## config.mk

```make
export PLATFORM = sky130hd
export DESIGN_NAME = ptint_ctrl
export DESIGN_NICKNAME = d
export VERILOG_FILES = /design/src/rtl/core/ptint_pkg.sv /design/src/rtl/core/ptint_ctrl.sv
export SDC_FILE = /design/constraint.sdc
export NUM_CORES = 1
export LEC_CHECK = 0
export ABC_AREA = 0
export BUFFER_PORTS_ARGS = -buffer_cell sky130_fd_sc_hd__clkbuf_2
export CAP_MARGIN = 20
export CELL_PAD_IN_SITES_DETAIL_PLACEMENT = 0
export CELL_PAD_IN_SITES_GLOBAL_PLACEMENT = 1
export CORE_UTILIZATION = 39
export DETAILED_ROUTE_END_ITERATION = 10
export PLACE_DENSITY_LB_ADDON = 0.1
export REMOVE_ABC_BUFFERS = 1
export SLEW_MARGIN = 20
export SYNTH_ARGS = -nofsm -noshare
export SYNTH_HDL_FRONTEND = slang
export SYNTH_SLANG_ARGS = --single-unit
export TNS_END_PERCENT = 5
```

## constraint.sdc

```tcl
create_clock -name clk -period 2.3 [get_ports clk]
set_input_delay 0.46 -clock clk [delete_from_list [all_inputs] [get_ports clk]]
set_output_delay 0.46 -clock clk [all_outputs]
set_load 0.02 [all_outputs]
```

## src/rtl/core/ptint_pkg.sv

```systemverilog
// shared constants, codes and controller/datapath interface types
package ptint_pkg;

  localparam int MAX_POINTS_DEF = 64;
  localparam int MAX_COMPONENTS_DEF = 4;

  localparam int DVD_W = 49;
  localparam int DIVISOR_W = 32;
  localparam int CNT_W = 6;
  localparam logic [CNT_W-1:0] MOD_STEPS = 6'd33;
  localparam logic [CNT_W-1:0] ALPHA_STEPS = 6'd49;

  localparam logic [1:0] CMD_WR_TIME = 2'd0;
  localparam logic [1:0] CMD_WR_VALUE = 2'd1;
  localparam logic [1:0] CMD_QUERY = 2'd2;

  localparam logic [1:0] CFG_POINT_COUNT = 2'd0;
  localparam logic [1:0] CFG_COMPONENT_COUNT = 2'd1;
  localparam logic [1:0] CFG_WRAP_MODE = 2'd2;

  typedef enum logic [2:0] {
    TS_FIRST,
    TS_LAST,
    TS_MID,
    TS_A,
    TS_B
  } tsel_t;

  typedef struct packed {
    logic  take;
    tsel_t tsel;
    logic  vsel_b;
    logic  cap_t0;
    logic  cap_t1;
    logic  pin_first;
    logic  mod_load;
    logic  mod_fix;
    logic  clamp;
    logic  srch_mid;
    logic  srch_cmp;
    logic  srch_end;
    logic  cap_ta;
    logic  cap_tb;
    logic  alpha_load;
    logic  alpha_zero;
    logic  div_step;
    logic  alpha_set;
    logic  cap_va;
    logic  cap_dv;
    logic  mul;
    logic  load_out;
  } ctrl_t;

  typedef struct packed {
    logic is_query;
    logic q_short;
    logic single;
    logic wrap_go;
    logic tt_end;
    logic srch_open;
    logic dt_pos;
    logic div_last;
    logic out_free;
  } stat_t;

endpackage

```

## src/rtl/core/ptint_ctrl.sv

```systemverilog
// query sequencer state machine
module ptint_ctrl (
  input  logic             clk,
  input  logic             rst,
  input  logic             in_valid,
  input  ptint_pkg::stat_t st,
  output ptint_pkg::ctrl_t ctl
);

  typedef enum logic [19:0] {
    S_IDLE  = 20'b00000000000000000001,
    S_RD0   = 20'b00000000000000000010,
    S_RD1   = 20'b00000000000000000100,
    S_RDE   = 20'b00000000000000001000,
    S_MOD   = 20'b00000000000000010000,
    S_WFIX  = 20'b00000000000000100000,
    S_CLAMP = 20'b00000000000001000000,
    S_SA    = 20'b00000000000010000000,
    S_SC    = 20'b00000000000100000000,
    S_TA    = 20'b00000000001000000000,
    S_TB    = 20'b00000000010000000000,
    S_TD    = 20'b00000000100000000000,
    S_DT    = 20'b00000001000000000000,
    S_DIV   = 20'b00000010000000000000,
    S_AL    = 20'b00000100000000000000,
    S_VA    = 20'b00001000000000000000,
    S_VB    = 20'b00010000000000000000,
    S_VC    = 20'b00100000000000000000,
    S_MUL   = 20'b01000000000000000000,
    S_DONE  = 20'b10000000000000000000
  } state_t;

  state_t state, state_next;

  always_ff @(posedge clk) begin
    if (rst) begin
      state <= S_IDLE;
    end else begin
      state <= state_next;
    end
  end

  always_comb begin
    state_next = state;
    ctl = '0;
    ctl.tsel = ptint_pkg::TS_FIRST;
    unique case (state)
      S_IDLE: begin
        ctl.take = 1'b1;
        if (in_valid && st.is_query) begin
          state_next = st.q_short ? S_DONE : S_RD0;
        end
      end
      S_RD0: state_next = S_RD1;
      S_RD1: begin
        ctl.tsel = ptint_pkg::TS_LAST;
        ctl.cap_t0 = 1'b1;
        state_next = S_RDE;
      end
      S_RDE: begin
        ctl.cap_t1 = 1'b1;
        if (st.single) begin
          ctl.pin_first = 1'b1;
          state_next = S_VA;
        end else if (st.wrap_go) begin
          ctl.mod_load = 1'b1;
          state_next = S_MOD;
        end else begin
          state_next = S_CLAMP;
        end
      end
      S_MOD: begin
        ctl.div_step = 1'b1;
        if (st.div_last) begin
          state_next = S_WFIX;
        end
      end
      S_WFIX: begin
        ctl.mod_fix = 1'b1;
        state_next = S_CLAMP;
      end
      S_CLAMP: begin
        ctl.clamp = 1'b1;
        state_next = st.tt_end ? S_VA : S_SA;
      end
      S_SA: begin
        ctl.tsel = ptint_pkg::TS_MID;
        if (st.srch_open) begin
          ctl.srch_mid = 1'b1;
          state_next = S_SC;
        end else begin
          ctl.srch_end = 1'b1;
          state_next = S_TA;
        end
      end
      S_SC: begin
        ctl.srch_cmp = 1'b1;
        state_next = S_SA;
      end
      S_TA: begin
        ctl.tsel = ptint_pkg::TS_A;
        state_next = S_TB;
      end
      S_TB: begin
        ctl.tsel = ptint_pkg::TS_B;
        ctl.cap_ta = 1'b1;
        state_next = S_TD;
      end
      S_TD: begin
        ctl.cap_tb = 1'b1;
        state_next = S_DT;
      end
      S_DT: begin
        if (st.dt_pos) begin
          ctl.alpha_load = 1'b1;
          state_next = S_DIV;
        end else begin
          ctl.alpha_zero = 1'b1;
          state_next = S_VA;
        end
      end
      S_DIV: begin
        ctl.div_step = 1'b1;
        if (st.div_last) begin
          state_next = S_AL;
        end
      end
      S_AL: begin
        ctl.alpha_set = 1'b1;
        state_next = S_VA;
      end
      S_VA: state_next = S_VB;
      S_VB: begin
        ctl.vsel_b = 1'b1;
        ctl.cap_va = 1'b1;
        state_next = S_VC;
      end
      S_VC: begin
        ctl.cap_dv = 1'b1;
        state_next = S_MUL;
      end
      S_MUL: begin
        ctl.mul = 1'b1;
        state_next = S_DONE;
      end
      S_DONE: begin
        if (st.out_free) begin
          ctl.load_out = 1'b1;
          state_next = S_IDLE;
        end
      end
      default: state_next = S_IDLE;
    endcase
  end

endmodule

```

==> run_results.csv, run 1 <==
group,metric,value,unit
outcome,status,"finished, violations left",
outcome,violations,"setup timing",
global_route,grt_max_degree,12,
finish,stdcell_count,262,
critical_path,crit_buf_inv,1,
critical_path,path_cells,"nor4_4 -> nand4_2 -> or4b_4 -> nand2_1 -> clkbuf_8",
finish,fillers,308,
min_path,min_to,"state[1]",
synthesis,ys.flop_type,"dfxtp_1",
global_route,met3_usage,0.0269,
sta,rsz0062_at_grt,"yes",
global_route,grt_first_pass_wirelength,5750,um
power,power_density,464,nW/um2
finish,top_regs,"state x20",
critical_path,crit_slowest_cell,"or4b_4",
sta,hold_viol_final,0,
place,gp_congestion,0.884,
sta,clock.fmax,0.389,GHz
sta,layout_min_cycle_time,2570,ps
finish,mostFrequentLayoutCells,"buf_4, clkbuf_2, dfxtp_1",
critical_path,rr_startpoint,"state[19]",
critical_path,setup.worst_path.end_class,"output pin",
routing,routedWlPerCell,14.5,um
critical_path,cp.required,1840,ps
sta,worst_pin_slew,445,ps
floorplanning,coreArea,3390,um2
routing,vias_per_cell,5.49,
global_route,antenna_found_initial,0,
global_route,grt_pass1_vias,1252,
clock_tree,cts.sink_count,20,
power,switchingPower,0.000309,W
floorplanning,fp.dieArea,3840,um2
critical_path,reg2reg_depth,7,
min_path,holdPathStages,2,
routing,vias,1438,
power,pwr-share-comb,0.361,
sta,slew-limit-headroom,0.699,
place,dp_slack,34.4,ps
clock_tree,cts_buffers,3,
sta,fin_ws,-268,ps
synthesis,seq_area_frac_synth,0.285,
synthesis,synth-edff-count,0,
critical_path,worstPathArrival,2110,ps
synthesis,synthCells,161,
sta,finalMaxSlewViolations,0,
critical_path,cp_top_family,"simple AND/OR/NAND/NOR gates",
critical_path,r2r_slack,270,ps
floorplanning,rows,21,
place,place_inst,253,
power,p_clk_frac,0.234,
finish,drive_gt1_frac,0.481,
global_route,top_usage_layer,"met2",
finish,register_area,405,um2
global_route,use_met2,0.357,
power,p_sw_frac,0.340,
critical_path,reg2reg_to,"state[4]",
global_route,grt.total_usage,0.214,
finish,syn2layout_area_growth,39.8,%
finish,final_common_cell,"buf_4",
clock_tree,clock-root-buffer,"clkbuf_4",
synthesis,synth-warning-count,0,
finish,antennaDiodeCount,0,
place,portBuffers,35,
routing,drt-pass1-iter-count,4,
critical_path,critPathKind,"flop to output pin",
power,ir_worst_vdd,0.277,mV
flow_run,cap_violations,0,
finish,regMostFlops,"state",
floorplanning,die_w,62.0,um
synthesis,netlist_area,1400,um2
sta,finalSetupViolCount,24,
clock_tree,clk_pin_slew,120,ps
routing,drt_iter0_drc,99,
place,dp_hpwl,2980,um
floorplanning,ios,36,
power,p_leak,0.844,nW
routing,drtAntennaViolNets,0,
power,p_int,0.000601,W
clock_tree,h-tree-depth,1,
floorplanning,die_y,62.0,um
routing,routed_wirelength,3800,um
clock_tree,insertion_delay,320,ps
sta,fin_skew,8.67,ps
critical_path,crit_fanout,6,
critical_path,cp_slowest_stage_delay,610,ps
critical_path,start_kind,"flop",
power,power.share.sequential,0.404,
floorplanning,initial_core_util,0.414,
synthesis,ys_seq_elements,20,
min_path,worstHoldStart,"st[7]",
min_path,hold_path_class,"primary input to flop",
clock_tree,cts_tree,"yes",
synthesis,yosysUniqueCellTypes,49,
synthesis,synthArstFlopShare,0,
finish,nets,229,
sta,fin_tns_setup,-3900,ps
global_route,met1_usage,0.275,
routing,drc,0,
global_route,overflow,0,
finish,largest_reg_flops,20,
clock_tree,cts_buffer_depth,2,
synthesis,syn_area_per_cell,8.72,um2
sta,fin_crit_sh,1.12,
finish,multiInputGateArea,961,um2
-- worst reg2reg max path, delay by kind of cell, from the launching register on --
kind / cells / cell delay [ps]
AO/OA/AOI/OAI: 2 / 300
buffers and inverters: 2 / 330
flip-flops: 1 / 360
AND/OR/NAND/NOR: 3 / 990
-- cell type report --
cell class              count  area share
multi-input cells         116       0.489
inverters                  13      0.0249
flip-flops and latches     20       0.207
clock buffers               4      0.0185
well taps                  46      0.0293
repair buffers             63       0.231
-- power groups by stage --
| stage | Clock, W | Combinational, W | Sequential, W |
|---|---|---|---|
| after floorplan | 0 | 0.000177 | 0.000377 |
| after global placement | 0 | 0.000296 | 0.000374 |
| after detailed placement | 0 | 0.000299 | 0.000375 |
| after CTS | 0.000217 | 0.000313 | 0.000368 |
| after global routing | 0.000233 | 0.000355 | 0.000369 |
| final | 0.000213 | 0.000329 | 0.000368 |
-- kinds of logic (layout without fill, tap and decap cells) --
logic type	Yosys count	in the layout	share of synthesized area
AOI/OAI and AO/OA	20	20	0.106
xor gates and xnor gates	7	7	0.0437
buffers and inverters	25	80	0.0873
DFF	20	20	0.285
and+or+nand+nor	89	89	0.478
-- metal layers --
layer | vias up | wire length, um
met5 | - | 0
met4 | 0 | 83
met3 | 7 | 189
met2 | 46 | 1840
met1 | 687 | 1690
li1 | 698 | -
-- cells in the mapped netlist, types with 2 or more instances --
library cell	n	area [um2]
a21oi_1	4	20.0
and2_1	2	12.5
and3_1	2	12.5
and4_1	3	26.3
buf_2	4	20.0
buf_4	6	45.0
dfxtp_1	20	400
inv_1	13	48.8
nand2_1	8	30.0
nand2_2	2	12.5
nand2b_1	4	25.0
nand3_1	7	35.0
nand4_1	4	25.0
nand4b_1	2	17.5
nor2_1	14	52.6
nor2b_1	2	12.5
nor3_1	4	20.0
nor3_2	2	20.0
nor3b_1	3	22.5
nor4_1	5	31.3
nor4_2	3	37.5
nor4_4	3	63.8
nor4b_1	2	17.5
nor4b_2	6	90.1
o21ai_0	4	20.0
o21ai_1	3	15.0
or4_1	2	15.0
xnor2_1	2	17.5
xor2_1	5	43.8
-- timing repair --
| action | CTS | global route |
|---|---|---|
| hold buffers | 0 | 0 |
| gates resized for setup | 21 | 29 |
| gates cloned | 0 | 0 |
| setup buffers | 1 | 4 |
| setup endpoints to repair | 24 | 24 |
| pin swaps | 3 | 6 |
-- how the worst max path moves through the flow --
stage,depth (start not counted),from,slack [ps],end
CTS,5,state[0],-260,ctl[4]
global route,5,state[8],-370,ctl[21]
global placement,6,state[9],90,ctl[7]
finish,5,state[8],-270,ctl[21]
floorplan,4,state[12],-350,ctl[19]
detailed placement,6,state[19],30,ctl[7]
-- per-stage QoR --
stage	total power [W]	cell area, um2	utilization	hold WS (ps)
2_1_floorplan	0.000554	1330	-	520
3_3_place_gp	0.000670	1740	0.512	602
3_5_place_dp	0.000674	1740	0.512	612
4_1_cts	0.000898	1880	0.553	313
5_1_grt	0.000957	1960	0.579	313
6_report	0.000911	1960	0.579	315
No activity file was read; power rests on OpenSTA's default activity.
==> inputs of run 2 (changes only) <==
--- a/config.mk
+++ b/config.mk
@@ -10,7 +10,8 @@
 export CAP_MARGIN = 20
 export CELL_PAD_IN_SITES_DETAIL_PLACEMENT = 0
 export CELL_PAD_IN_SITES_GLOBAL_PLACEMENT = 1
-export CORE_UTILIZATION = 39
+export CORE_UTILIZATION = 40
+export CTS_BUF_LIST = sky130_fd_sc_hd__clkbuf_8
 export DETAILED_ROUTE_END_ITERATION = 10
 export PLACE_DENSITY_LB_ADDON = 0.1
 export REMOVE_ABC_BUFFERS = 1
==> run 2 against run 1 <==
Net effect:
- combinational power is 4% higher
- critical endpoint unchanged
- the flow still finishes with violations (setup timing)
- largest cell class unchanged
- first-iteration DRC count down 32%
- largest power group unchanged
- sequential power is essentially flat
==> run_results.csv, run 2 (synthesis gave the netlist of run 1 again) <==
group,metric,value,unit
sta,slew-limit-headroom,0.671,
floorplanning,initial_core_util,0.421,
routing,drt-pass1-iter-count,4,
floorplanning,die_w,61.2,um
clock_tree,clock-root-buffer,"clkbuf_8",
routing,routedWlPerCell,14.6,um
critical_path,setup.worst_path.end_class,"output pin",
outcome,status,"finished, violations left",
sta,fin_tns_setup,-1330,ps
sta,finalMaxSlewViolations,0,
critical_path,r2r_slack,290,ps
finish,regMostFlops,"state",
sta,finalSetupViolCount,12,
finish,largest_reg_flops,20,
min_path,worstHoldStart,"st[7]",
min_path,min_to,"state[1]",
finish,stdcell_count,265,
critical_path,cp.required,1840,ps
routing,drt_iter0_drc,67,
global_route,grt_pass1_vias,1311,
outcome,violations,"setup timing",
floorplanning,rows,21,
clock_tree,h-tree-depth,1,
power,ir_worst_vdd,0.431,mV
finish,drive_gt1_frac,0.516,
clock_tree,cts_hold_buf,0,
critical_path,crit_fanout,5,
floorplanning,die_y,61.2,um
finish,nets,232,
clock_tree,cts_buffers,3,
critical_path,worstPathArrival,2010,ps
critical_path,critPathKind,"flop to output pin",
min_path,hold_path_class,"primary input to flop",
place,dp_hpwl,2970,um
sta,hold_viol_final,0,
floorplanning,coreArea,3340,um2
clock_tree,cts.sink_count,20,
sta,layout_min_cycle_time,2470,ps
power,p_leak,0.863,nW
routing,vias,1442,
routing,drtAntennaViolNets,0,
floorplanning,ios,36,
critical_path,start_kind,"flop",
critical_path,cp_top_family,"simple AND/OR/NAND/NOR gates",
sta,worst_pin_slew,486,ps
critical_path,path_cells,"nor4_4 -> nand4_2 -> or4b_4 -> nand2_1 -> clkbuf_8",
clock_tree,insertion_delay,260,ps
global_route,overflow,0,
critical_path,cp_slowest_stage_delay,580,ps
finish,syn2layout_area_growth,46.2,%
sta,fin_crit_sh,1.07,
sta,rsz0062_at_grt,"yes",
sta,clock.fmax,0.405,GHz
finish,mostFrequentLayoutCells,"buf_4, dfxtp_1, inv_1, nor2_1, clkbuf_2",
global_route,grt_max_degree,13,
finish,antennaDiodeCount,0,
finish,top_regs,"state x20",
sta,fin_ws,-172,ps
critical_path,reg2reg_to,"state[16]",
finish,final_common_cell,"buf_4",
place,portBuffers,35,
clock_tree,clk_pin_slew,80,ps
routing,routed_wirelength,3880,um
place,gp_congestion,0.862,
global_route,grt.total_usage,0.220,
clock_tree,cts_tree,"yes",
global_route,antenna_found_initial,0,
critical_path,reg2reg_depth,9,
critical_path,crit_cells,5,
routing,vias_per_cell,5.44,
clock_tree,cts_buffer_depth,2,
global_route,grt_first_pass_wirelength,6020,um
flow_run,cap_violations,0,
critical_path,crit_slowest_cell,"or4b_4",
power,power_density,520,nW/um2
routing,drc,0,
floorplanning,fp.dieArea,3750,um2
critical_path,rr_startpoint,"state[11]",
place,place_inst,253,
min_path,holdPathStages,2,
finish,fin_util,0.615,
sta,fin_skew,4.45,ps
critical_path,crit_buf_inv,1,
## run 2: cell count changes in the layout (fill, tap and decap cells not counted), sizes merged
cell	change
clkbuf	-9
buf	+11
bufinv	+1
## run 2: worst max-delay path by stage
stage / slack (ps) / end / from
after floorplan: -350 / ctl[19] / state[12]
after global placement: 10 / ctl[12] / state[9]
after detailed placement: 6 / ctl[10] / state[9]
after CTS: -200 / ctl[10] / state[18]
after global routing: -250 / ctl[12] / state[16]
final: -170 / ctl[21] / state[16]
## run 2: metrics by stage
stage               area [um2]  hold WS, ps  setup WS [ps]  total power (W)
floorplan                 1330          520           -353         0.000554
global placement          1740          610           12.0         0.000662
detailed placement        1740          620           5.72         0.000664
CTS                       1930          362           -196          0.00104
global route              2050          373           -246          0.00112
finish                    2050          369           -172          0.00107
## run 2: repair_timing
| item | in CTS | in global routing |
|---|---|---|
| setup buffers | 6 | 2 |
| pin swaps | 7 | 9 |
| resized for setup | 20 | 54 |
| endpoints found under the setup margin | 24 | 24 |
## run 2: worst register-to-register path, delay by kind of cell, from the launching register on
family	cells	cell delay, ps
buf+inv	4	600
compound gates	1	130
simple gates	4	630
flops	1	520
## run 2: area by class of cell
class / count / area, um2
Sequential cell: 20 / 409
Clock inverter: 1 / 30.0
Inverter: 13 / 48.8
Clock buffer: 3 / 41.3
Fill cell: 314 / 1280
Tap cell: 46 / 57.6
Timing Repair Buffer: 66 / 488
Multi-Input combinational cell: 116 / 977
## run 2: where the power goes
part           leakage (nW)  switching [W]  total (W)  internal, W
clock network        0.0357       0.000126   0.000359     0.000232
registers             0.164      0.0000106   0.000368     0.000357
logic                 0.664       0.000185   0.000342     0.000157
total                 0.863       0.000322    0.00107     0.000746
## run 2: per-layer routing
layer / share of wire / GRT usage
met5: 0 / 0
met1: 0.44 / 0.296
met2: 0.49 / 0.363
met3: 0.059 / 0.0504
met4: 0.0052 / 0.0390
==> inputs of run 3 (changes only) <==
--- a/config.mk
+++ b/config.mk
@@ -5,7 +5,6 @@
 export SDC_FILE = /design/constraint.sdc
 export NUM_CORES = 1
 export LEC_CHECK = 0
-export ABC_AREA = 0
 export BUFFER_PORTS_ARGS = -buffer_cell sky130_fd_sc_hd__clkbuf_2
 export CAP_MARGIN = 20
 export CELL_PAD_IN_SITES_DETAIL_PLACEMENT = 0
@@ -15,6 +14,7 @@
 export DETAILED_ROUTE_END_ITERATION = 10
 export PLACE_DENSITY_LB_ADDON = 0.1
 export REMOVE_ABC_BUFFERS = 1
+export SKIP_CTS_REPAIR_TIMING = 1
 export SLEW_MARGIN = 20
 export SYNTH_ARGS = -nofsm -noshare
 export SYNTH_HDL_FRONTEND = slang
==> run 3 against run 2 <==
Net effect:
- die area unchanged
- routed wire length shrank 0.28%
- clock skew rose by 1.3 ps
- the flow still finishes with violations (setup timing)
- power down 1.3%
- register-to-register slack hardly changed
- worst hold slack is essentially flat
- first-iteration DRC count unchanged
- highest routed layer unchanged
==> run_results.csv, run 3 (synthesis gave the netlist of run 1 again) <==
group,metric,value,unit
critical_path,cp.required,1840,ps
power,power_density,535,nW/um2
routing,routedWlPerCell,14.8,um
finish,antennaDiodeCount,0,
critical_path,start_kind,"flop",
finish,nets,228,
global_route,grt_first_pass_wirelength,5820,um
critical_path,worstPathArrival,2090,ps
sta,whs,369,ps
finish,fillers,319,
finish,largest_reg_flops,20,
sta,layout_min_cycle_time,2550,ps
global_route,overflow,0,
power,p_int,0.000735,W
finish,stdcell_count,261,
sta,fin_ws,-250,ps
power,power.share.sequential,0.348,
clock_tree,h-tree-depth,1,
finish,multiInputGateArea,942,um2
finish,syn2layout_area_growth,40.4,%
clock_tree,insertion_delay,260,ps
routing,drc,0,
sta,rsz0062_at_grt,"yes",
sta,finalMaxSlewViolations,0,
global_route,grt_pass1_vias,1255,
sta,finalSetupViolCount,21,
floorplanning,fp.dieArea,3750,um2
sta,slew-limit-headroom,0.656,
clock_tree,clk_pin_slew,80,ps
clock_tree,cts_buffer_depth,2,
place,placement.cell_area,1740,um2
routing,vias_per_cell,5.39,
critical_path,critPathKind,"flop to output pin",
floorplanning,die_y,61.2,um
finish,fin_util,0.591,
clock_tree,cts_tree,"yes",
floorplanning,die_w,61.2,um
flow_run,cap_violations,0,
routing,vias,1406,
sta,hold_viol_final,0,
sta,fin_skew,5.78,ps
critical_path,crit_fanout,4,
floorplanning,initial_core_util,0.421,
finish,top_regs,"state x20",
routing,drt-pass1-iter-count,4,
finish,fin_area,1970,um2
finish,regMostFlops,"state",
global_route,grt_max_degree,13,
power,pwr-share-comb,0.311,
place,portBuffers,35,
power,ir_worst_vdd,0.459,mV
power,switchingPower,0.000319,W
clock_tree,clock-root-buffer,"clkbuf_8",
clock_tree,cts.sink_count,20,
global_route,antenna_found_initial,0,
finish,mostFrequentLayoutCells,"buf_4, dfxtp_1, clkbuf_2",
routing,drt_iter0_drc,67,
floorplanning,coreArea,3340,um2
floorplanning,rows,21,
place,place_inst,253,
global_route,grt.total_usage,0.214,
outcome,violations,"setup timing",
power,p_leak,0.856,nW
clock_tree,cts_buffers,3,
power,power,0.00105,W
sta,clock.fmax,0.392,GHz
critical_path,setup.worst_path.end_class,"output pin",
outcome,status,"finished, violations left",
sta,fin_crit_sh,1.11,
finish,register_area,404,um2
power,p_sw_frac,0.302,
place,gp_congestion,0.862,
sta,worst_pin_slew,508,ps
finish,final_common_cell,"buf_4",
routing,routed_wirelength,3860,um
min_path,hold_path_class,"primary input to flop",
finish,drive_gt1_frac,0.474,
floorplanning,ios,36,
place,dp_hpwl,2970,um
power,p_clk_frac,0.341,
routing,drtAntennaViolNets,0,
==> run 3: power groups by stage <==
stage	clock (W)	combinational [W]	sequential, W
floorplan	0	0.000177	0.000377
global placement	0	0.000289	0.000374
detailed placement	0	0.000289	0.000375
CTS	0.000368	0.000291	0.000366
global route	0.000384	0.000353	0.000368
finish	0.000360	0.000327	0.000367
==> run 3: critical path: stages (launching register included) <==
cell	delay [ps]
dfxtp_2	350
nor4_4	350
buf_4	190
nand3_1	150
or3_4	430
nor3_1	170
buf_2	190
==> run 3: final timing paths <==
path	from	endpoint	slack, ps	cells past startpoint
worst max-delay path	state[18]	ctl[6]	-250	6
worst min-delay path	st[7]	state[1]	370	2
worst max register to register	state[18]	state[4]	290	7
worst min register to register	state[18]	state[17]	650	3
==> run 3: per-layer routing <==
| layer | global-route usage | wire length (um) |
|---|---|---|
| met1 | 0.289 | 1740 |
| met2 | 0.351 | 1890 |
| met3 | 0.0525 | 205 |
| met4 | 0.0357 | 31 |
| met5 | 0 | 0 |
==> run 3: area by class of cell <==
type                            count  area share
Clock inverter                      1      0.0152
Timing Repair Buffer               62       0.227
Clock buffer                        3      0.0210
Sequential cell                    20       0.205
Multi-Input combinational cell    116       0.478
Tap cell                           46      0.0292
Inverter                           13      0.0248
==> run 3: stage by stage <==
step	setup TNS (ps)	setup WS (ps)
floorplan	-956	-353
global placement	0	12.0
detailed placement	0	5.72
CTS	-3890	-303
global route	-4300	-318
finish	-2540	-250
